==> config.mk <==
export PLATFORM = sky130hd
export DESIGN_NAME = text_console_cell_writer
export DESIGN_NICKNAME = d
export VERILOG_FILES = /design/src/ccw_pkg.sv /design/src/ccw_cursor.sv /design/src/ccw_serializer.sv /design/src/text_console_cell_writer.sv
export VERILOG_INCLUDE_DIRS = /design/src /design/src/src
export SDC_FILE = /design/constraint.sdc
export NUM_CORES = 1
export LEC_CHECK = 0
export ABC_CLOCK_PERIOD_IN_PS = 9330
export BUFFER_PORTS_ARGS = -buffer_cell sky130_fd_sc_hd__buf_2
export CORE_MARGIN = 2
export CORE_UTILIZATION = 50
export DETAILED_ROUTE_END_ITERATION = 7
export MAX_ROUTING_LAYER = met4
export PLACE_DENSITY = 0.79
export RECOVER_POWER = 50
export REMOVE_ABC_BUFFERS = 1
export SYNTH_ARGS = -nofsm -noshare
export SYNTH_HDL_FRONTEND = slang
export SYNTH_HIERARCHICAL = 1
export SYNTH_SLANG_ARGS = --single-unit
==> constraint.sdc <==
create_clock -name i_clk -period 9.33 [get_ports i_clk]
set_input_delay 0 -clock i_clk [delete_from_list [all_inputs] [get_ports i_clk]]
set_output_delay 0 -clock i_clk [all_outputs]
set_load 0.02 [all_outputs]
==> src/text_console_cell_writer_macros.svh <==
// ----------------------------------------------------------------------------
// Console cell writer assertion macros
// Each macro expands to a labeled concurrent assertion clocked on the rising
// edge and disabled while the synchronous active-low reset is asserted.
// ----------------------------------------------------------------------------
`ifndef TEXT_CONSOLE_CELL_WRITER_MACROS_SVH
`define TEXT_CONSOLE_CELL_WRITER_MACROS_SVH

`ifndef ASSERT_OFF

`define CCW_ASSERT_IMPL(lbl, clk, rst_n, ante, cons) \
    lbl: assert property (@(posedge clk) disable iff (!(rst_n)) (ante) |-> (cons)) \
        else $error("assertion failed");

`define CCW_ASSERT_NEXT(lbl, clk, rst_n, ante, cons) \
    lbl: assert property (@(posedge clk) disable iff (!(rst_n)) (ante) |=> (cons)) \
        else $error("assertion failed");

`else

`define CCW_ASSERT_IMPL(lbl, clk, rst_n, ante, cons)

`define CCW_ASSERT_NEXT(lbl, clk, rst_n, ante, cons)

`endif

`endif

==> src/ccw_pkg.sv <==
// ----------------------------------------------------------------------------
// Console cell writer package
// Transfer types and fixed codes shared by the console cell writer modules.
// ----------------------------------------------------------------------------
`default_nettype none

package ccw_pkg;

    localparam int CELL_IDX_W = 11;
    localparam int CELL_VAL_W = 16;

    localparam logic       MODE_PUT     = 1'b0;
    localparam logic       MODE_SET     = 1'b1;
    localparam logic       ACT_WRITE    = 1'b0;
    localparam logic       ACT_CLEAR    = 1'b1;
    localparam logic [7:0] CHAR_NUL     = 8'd0;
    localparam logic [7:0] CHAR_NEWLINE = 8'd10;
    localparam logic [CELL_VAL_W-1:0] ATTR_RESET = 16'd3840;

    typedef struct packed {
        logic       mode;
        logic [7:0] char_code;
        logic       to_console;
        logic [4:0] row;
        logic [6:0] column;
    } t_in_item;

    typedef struct packed {
        logic                  action;
        logic [CELL_IDX_W-1:0] cell_index;
        logic [CELL_VAL_W-1:0] cell_value;
        logic                  last;
    } t_out_item;

    // Results caused by one item: an optional row clear, then an optional write.
    typedef struct packed {
        logic                  clr;
        logic                  wr;
        logic [CELL_IDX_W-1:0] idx;
        logic [CELL_VAL_W-1:0] value;
    } t_pair;

endpackage

`default_nettype wire

==> src/ccw_cursor.sv <==
// ----------------------------------------------------------------------------
// Console cursor
// Holds the cursor as row, column and linear cell, and works out the results
// and the next cursor for the item in the input register.
// ----------------------------------------------------------------------------
`default_nettype none

`include "text_console_cell_writer_macros.svh"

module ccw_cursor #(
    parameter int COLS = 80,
    parameter int ROWS = 25
) (
    input  wire logic                        i_clk,
    input  wire logic                        i_rst_n,
    input  wire logic                        i_advance,
    input  wire ccw_pkg::t_in_item           i_item,
    input  wire logic [ccw_pkg::CELL_VAL_W-1:0] i_attr,
    output ccw_pkg::t_pair                   o_pair
);
    import ccw_pkg::*;

    localparam int RW  = $clog2(ROWS + 1);
    localparam int CW  = $clog2(COLS);
    localparam int CLW = $clog2(ROWS * COLS + 1);

    logic [RW-1:0]  r_row, n_row;
    logic [CW-1:0]  r_col, n_col;
    logic [CLW-1:0] r_cell, n_cell;

    logic           wrap;
    logic [RW-1:0]  cur_row;
    logic [CW-1:0]  cur_col;
    logic [CLW-1:0] cur_cell;
    logic           active;
    logic           is_nl;
    logic [7:0]     row_in;
    logic [7:0]     row_eff;
    logic [8:0]     col_in;
    logic [8:0]     col_eff;
    logic [RW-1:0]  set_row;
    logic [CW-1:0]  set_col;

    // The cursor parks one row past the screen after the last cell and only
    // wraps to the top when the next console character arrives.
    assign wrap     = (r_row == RW'(ROWS));
    assign cur_row  = wrap ? '0 : r_row;
    assign cur_col  = wrap ? '0 : r_col;
    assign cur_cell = wrap ? '0 : r_cell;

    assign active = (i_item.mode == MODE_PUT) && i_item.to_console
                    && (i_item.char_code != CHAR_NUL);
    assign is_nl  = (i_item.char_code == CHAR_NEWLINE);

    assign row_in = {3'b000, i_item.row};
    assign col_in = {2'b00, i_item.column};

    always_comb begin
        if (row_in == 8'd0) begin
            row_eff = 8'd1;
        end else if (row_in > 8'(ROWS)) begin
            row_eff = 8'(ROWS);
        end else begin
            row_eff = row_in;
        end
        if (col_in == 9'd0) begin
            col_eff = 9'd1;
        end else if (col_in > 9'(COLS)) begin
            col_eff = 9'(COLS);
        end else begin
            col_eff = col_in;
        end
    end

    assign set_row = RW'(row_eff - 8'd1);
    assign set_col = CW'(col_eff - 9'd1);

    always_comb begin
        o_pair.clr   = active && (cur_col == '0);
        o_pair.wr    = active && !is_nl;
        o_pair.idx   = CELL_IDX_W'(cur_cell);
        o_pair.value = CELL_VAL_W'({8'd0, i_item.char_code}) + i_attr;
    end

    always_comb begin
        n_row  = r_row;
        n_col  = r_col;
        n_cell = r_cell;
        if (i_item.mode == MODE_SET) begin
            n_row  = set_row;
            n_col  = set_col;
            n_cell = CLW'(CLW'(set_row) * CLW'(COLS)) + CLW'(set_col);
        end else if (active) begin
            if (is_nl) begin
                n_row  = RW'(cur_row + 1'b1);
                n_col  = '0;
                n_cell = CLW'(cur_cell + (CLW'(COLS) - CLW'(cur_col)));
            end else begin
                n_cell = CLW'(cur_cell + 1'b1);
                if (cur_col == CW'(COLS - 1)) begin
                    n_row = RW'(cur_row + 1'b1);
                    n_col = '0;
                end else begin
                    n_row = cur_row;
                    n_col = CW'(cur_col + 1'b1);
                end
            end
        end
    end

    always_ff @(posedge i_clk) begin
        if (!i_rst_n) begin
            r_row  <= '0;
            r_col  <= '0;
            r_cell <= '0;
        end else if (i_advance) begin
            r_row  <= n_row;
            r_col  <= n_col;
            r_cell <= n_cell;
        end
    end

    `CCW_ASSERT_IMPL(a_row_in_range, i_clk, i_rst_n, 1'b1, r_row <= RW'(ROWS))
    `CCW_ASSERT_IMPL(a_park_col_zero, i_clk, i_rst_n, wrap, r_col == '0)
    `CCW_ASSERT_IMPL(a_cell_consistent, i_clk, i_rst_n, 1'b1,
        r_cell == CLW'(CLW'(r_row) * CLW'(COLS)) + CLW'(r_col))

endmodule

`default_nettype wire

==> src/ccw_serializer.sv <==
// ----------------------------------------------------------------------------
// Console result serializer
// Holds the results of one item and hands them out one transfer at a time,
// the row clear before the cell write.
// ----------------------------------------------------------------------------
`default_nettype none

`include "text_console_cell_writer_macros.svh"

module ccw_serializer (
    input  wire logic               i_clk,
    input  wire logic               i_rst_n,
    input  wire logic               i_load,
    input  wire ccw_pkg::t_pair     i_pair,
    output logic                    o_free,
    output logic                    o_valid,
    output ccw_pkg::t_out_item      o_item,
    input  wire logic               i_ready
);
    import ccw_pkg::*;

    logic                  r_clr;
    logic                  r_wr;
    logic [CELL_IDX_W-1:0] r_idx;
    logic [CELL_VAL_W-1:0] r_val;
    logic                  take;

    assign o_valid = r_clr || r_wr;
    assign take    = o_valid && i_ready;

    always_comb begin
        o_item.action     = r_clr ? ACT_CLEAR : ACT_WRITE;
        o_item.cell_index = r_idx;
        o_item.cell_value = r_clr ? '0 : r_val;
        o_item.last       = r_clr ? !r_wr : 1'b1;
    end

    // A new set of results may load in the cycle the final one is taken.
    assign o_free = !o_valid || (take && o_item.last);

    always_ff @(posedge i_clk) begin
        if (!i_rst_n) begin
            r_clr <= 1'b0;
            r_wr  <= 1'b0;
        end else if (i_load) begin
            r_clr <= i_pair.clr;
            r_wr  <= i_pair.wr;
        end else if (take) begin
            if (r_clr) begin
                r_clr <= 1'b0;
            end else begin
                r_wr <= 1'b0;
            end
        end
    end

    always_ff @(posedge i_clk) begin
        if (i_load) begin
            r_idx <= i_pair.idx;
            r_val <= i_pair.value;
        end
    end

    `CCW_ASSERT_IMPL(a_load_when_free, i_clk, i_rst_n, i_load, o_free)
    `CCW_ASSERT_NEXT(a_clear_then_write, i_clk, i_rst_n,
        take && r_clr && r_wr && !i_load, o_valid && !r_clr)

endmodule

`default_nettype wire

==> src/text_console_cell_writer.sv <==
// Text console cell writer. Each accepted transfer is either a character or a
// set-position command; the block keeps a cursor over a ROWS by COLS screen
// and produces cell writes and row clears. A character in column 0 gives a
// row clear and then (unless it is a newline) a cell write; other characters
// give one cell write; newlines outside column 0, set-position commands,
// NUL and non-console characters give no result. The input register takes
// one item per cycle while the serializer is free; the result register hands
// out one result per cycle while i_out_ready is high. The user writes the
// attribute word (i_cfg_we / i_cfg_data) only while idle; nothing enforces it.
// ----------------------------------------------------------------------------
// Text console cell writer top level
// Input register, cursor logic and result serializer.
// ----------------------------------------------------------------------------
`default_nettype none

`include "text_console_cell_writer_macros.svh"

module text_console_cell_writer #(
    parameter int COLS = 80,
    parameter int ROWS = 25
) (
    input  wire logic                           i_clk,
    input  wire logic                           i_rst_n,
    input  wire logic                           i_cfg_we,
    input  wire logic [ccw_pkg::CELL_VAL_W-1:0] i_cfg_data,
    input  wire logic                           i_in_valid,
    input  wire ccw_pkg::t_in_item              i_in,
    output logic                                o_in_ready,
    output logic                                o_out_valid,
    output ccw_pkg::t_out_item                  o_out,
    input  wire logic                           i_out_ready
);
    import ccw_pkg::*;

    logic [CELL_VAL_W-1:0] r_attr;
    logic                  r_in_valid;
    t_in_item              r_in;
    logic                  advance;
    logic                  free;
    logic                  in_take;
    t_pair                 pair;

    assign advance    = r_in_valid && free;
    assign o_in_ready = !r_in_valid || free;
    assign in_take    = i_in_valid && o_in_ready;

    always_ff @(posedge i_clk) begin
        if (!i_rst_n) begin
            r_attr <= ATTR_RESET;
        end else if (i_cfg_we) begin
            r_attr <= i_cfg_data;
        end
    end

    always_ff @(posedge i_clk) begin
        if (!i_rst_n) begin
            r_in_valid <= 1'b0;
        end else if (in_take) begin
            r_in_valid <= 1'b1;
        end else if (advance) begin
            r_in_valid <= 1'b0;
        end
    end

    always_ff @(posedge i_clk) begin
        if (in_take) begin
            r_in <= i_in;
        end
    end

    ccw_cursor #(
        .COLS(COLS),
        .ROWS(ROWS)
    ) u_cursor (
        .i_clk     (i_clk),
        .i_rst_n   (i_rst_n),
        .i_advance (advance),
        .i_item    (r_in),
        .i_attr    (r_attr),
        .o_pair    (pair)
    );

    ccw_serializer u_serializer (
        .i_clk   (i_clk),
        .i_rst_n (i_rst_n),
        .i_load  (advance),
        .i_pair  (pair),
        .o_free  (free),
        .o_valid (o_out_valid),
        .o_item  (o_out),
        .i_ready (i_out_ready)
    );

    `CCW_ASSERT_NEXT(a_held_item_kept, i_clk, i_rst_n,
        r_in_valid && !advance, r_in_valid && $stable(r_in))
    `CCW_ASSERT_IMPL(a_empty_takes_input, i_clk, i_rst_n, !r_in_valid, o_in_ready)

endmodule

`default_nettype wire
==> flow_metrics.tcl <==
set metrics [dict create \
    run_status "completed" \
    crit_path_start_kind "flip-flop" \
    synth_seq_cells 91 \
    hold-path-endpoint "r_attr[8]" \
    hold_depth 2 \
    synth.distinct_cells 74 \
    arrival_ps 4380 \
    hp-start "i_rst_n" \
    grt_pass1_vias 4342 \
    synth_edf_count 49 \
    reg2reg_slack_ps 5220 \
    core_um2 10400 \
    yosysSeqAreaShare 0.429 \
    clock-sinks 91 \
    synth_compound_area_frac 0.160 \
    path_delay_family "simple AND/OR/NAND/NOR gates" \
    reg2reg_from "r_in[9]" \
    clk_pin_slew_ps 90 \
    synth_largest_area_cell "edfxtp_1" \
    cpMaxStageDelayCell "fa_1" \
    p_comb_frac 0.210 \
    vias 4460 \
    track_usage 0.227 \
    intPower_mw 0.630 \
    setup_violations 0 \
    cts_root_buffer "clkbuf_8" \
    diodes 0 \
    area.growth.synth_to_final_pct 17.6 \
    period_share 0.441 \
    synth_top_area_share 0.273 \
    worst_pin_slew_ps 1160 \
    grt_max_degree 36 \
    synth-simple-area-share 0.186 \
    cts_max_level 3 \
    cts_buffers 9 \
    finalSetupTns_ps 0 \
    hp-class "in -> reg" \
    start_util 0.517 \
    avgSynthCellArea_um2 9.80 \
    max_stage_delay_ps 490 \
    gp_congestion 0.871 \
    place_ws_ps 5240 \
    async_flop_share 0 \
    grt_antenna_before_repair 0 \
    overflow 0 \
    die-area_um2 11600 \
    p_per_area_nw_per_um2 142 \
    p_seq_frac 0.519 \
    drt_iter0_drc 300 \
    final_cell_mix "nand2_1, edfxtp_1, buf_2, dfxtp_1, dlygate4sd3_1" \
    cp-end-kind "flip-flop" \
    cts_tree "yes" \
    routed_wl_um 12200 \
    cp_cell_sequence "o211a_1 -> nor3_1 -> ha_1 -> nor3b_1 -> xnor2_1 -> inv_1 -> ha_1 -> inv_1 -> fa_1 -> or2_2 -> a211oi_1 -> o21ai_0 -> nor3b_1 -> o41ai_2" \
    rsz0062_at_grt "no" \
    synth_xor_area_frac 0.0553 \
    synth_top_family_by_area "simple AND/OR/NAND/NOR gates" \
    peakVddDrop_mv 0.0785 \
    dp.cells 740 \
    switchingPower_mw 0.268 \
    synthAdderAreaFrac 0.0892 \
    pwr-share-clk 0.271 \
    max_slew_margin 0.222 \
    worst_slack_ps 5220 \
    worstPathRequired_ps 9590 \
    crit_type "reg -> reg" \
    path_buf_inv 2 \
    die_height_um 108 \
    fmax_mhz 243 \
    grt_first_pass_wirelength_um 20300 \
    io_buffers 73 \
    drv_slew 0 \
    final_core_util 0.608 \
    clock_path_buffers 2 \
    fin_worst_skew_ps 8.92 \
    drtAntennaViolNets 0 \
    synth_top_flop_cell "edfxtp_1" \
    worstSkewPairLatency_ps 360 \
    hold_viol_final 0 \
    synthTopCellsByArea "edfxtp_1, dfxtp_1, ha_1" \
    synth_warnings 6 \
    whs_ps 44.9 \
    synth.cell_area_um2 5390 \
    vias_per_cell 5.60 \
    instances_no_fill 796 \
    synthCells 550 \
    p_sw_frac 0.298 \
    reg2reg_depth 14 \
    drv_cap 0 \
    cp_max_fo 5 \
    drc 0 \
    synth_mux_area_frac 0.0376 \
    wire_per_inst_um 15.3 \
    drive_gt1_frac 0.114 \
    drt_pass1_iterations 5 \
    power.leakage_nw 2.50 \
    ios 74 \
    die_x_um 108 \
    hpwl_um 8330 \
    period_minus_slack_ps 4110 \
    nets 734 \
    reg2reg_to "u_cursor/r_cell[10]" \
    rows 37 \
]
==> worst max-delay path by stage <==
stage | from | to | slack (ps) | cells past startpoint
global route | r_in[9] | u_cursor/r_cell[10] | 4800 | 15
detailed placement | r_in[9] | u_cursor/r_cell[10] | 5240 | 14
finish | r_in[9] | u_cursor/r_cell[10] | 5220 | 14
CTS | r_in[9] | u_cursor/r_cell[10] | 5200 | 14
floorplan | r_in[9] | u_cursor/r_cell[10] | 5720 | 14
global placement | r_in[9] | u_cursor/r_cell[10] | 5500 | 14
==> worst reg2reg max path: cells and delay by family, from the launching register on <==
family | cells | cell delay (ps)
XOR/XNOR | 1 | 250
AO/OA/AOI/OAI | 4 | 860
AND/OR/NAND/NOR | 4 | 1220
flip-flops | 1 | 450
adder cells (fa/ha/maj) | 3 | 1090
buffers and inverters | 2 | 150
==> synth_stat cells, types with 6 or more instances <==
cell type	instances
dfxtp_1	42
a21oi_1	33
and2_1	13
nand2b_1	7
xor2_1	8
xnor2_1	26
o21ai_0	30
nor3_1	11
o21a_1	6
mux2i_1	18
nor2b_1	32
a211oi_1	7
nand2_1	49
nand3_1	20
ha_1	32
clkbuf_1	12
nor2_1	37
edfxtp_1	49
inv_1	23
==> power groups by stage <==
stage	logic [mW]	registers (mW)	clock network [mW]
floorplan	0.120	0.475	0
global placement	0.168	0.473	0
detailed placement	0.174	0.475	0
CTS	0.188	0.466	0.245
global route	0.211	0.469	0.264
finish	0.188	0.466	0.243
==> repair_timing <==
action | CTS | global route
hold buffers | 40 | 0
buffers inserted | 0 | 0
gates resized for setup | 0 | 0
hold endpoints to repair | 40 | 0
==> stage by stage <==
stage          power, mW  cell area (um^2)
2_1_floorplan      0.595              5250
3_3_place_gp       0.641              5810
3_5_place_dp       0.649              5810
4_1_cts            0.899              6380
5_1_grt            0.944              6340
6_report           0.898              6340
==> sequential cells by signal (all words and copies together) (netlist names) <==
name and count:
r_attr 16, r_in 22, r_in_valid 1, u_cursor/r_cell 11, u_cursor/r_col 7, u_cursor/r_row 5
u_serializer/r_clr 1, u_serializer/r_idx 11, u_serializer/r_val 16, u_serializer/r_wr 1
==> cell type report <==
type	count	area (um^2)
Multi-Input combinational cell	412	2840
Timing Repair Buffer	116	747
Clock buffer	10	128
Fill cell	893	4080
Inverter	25	93.8
Tap cell	136	170
Clock inverter	6	41.3
Sequential cell	91	2310
==> logic make-up after synthesis <==
kind of cell / Yosys count
AO/OA/AOI/OAI: 127
AND/OR/NAND/NOR: 195
XOR/XNOR: 34
flip-flops: 91
adder cells (fa/ha/maj): 36
buffers and inverters: 47
multiplexers: 20
==> routing by layer <==
layer / vias up / global-route usage / routed length (um)
met5: - / - / 0
met4: 0 / 0.0586 / 207
met3: 21 / 0.0339 / 770
met2: 174 / 0.376 / 6000
met1: 2069 / 0.293 / 5240
li1: 2196 / - / -
Power figures use the tool's default switching activity.
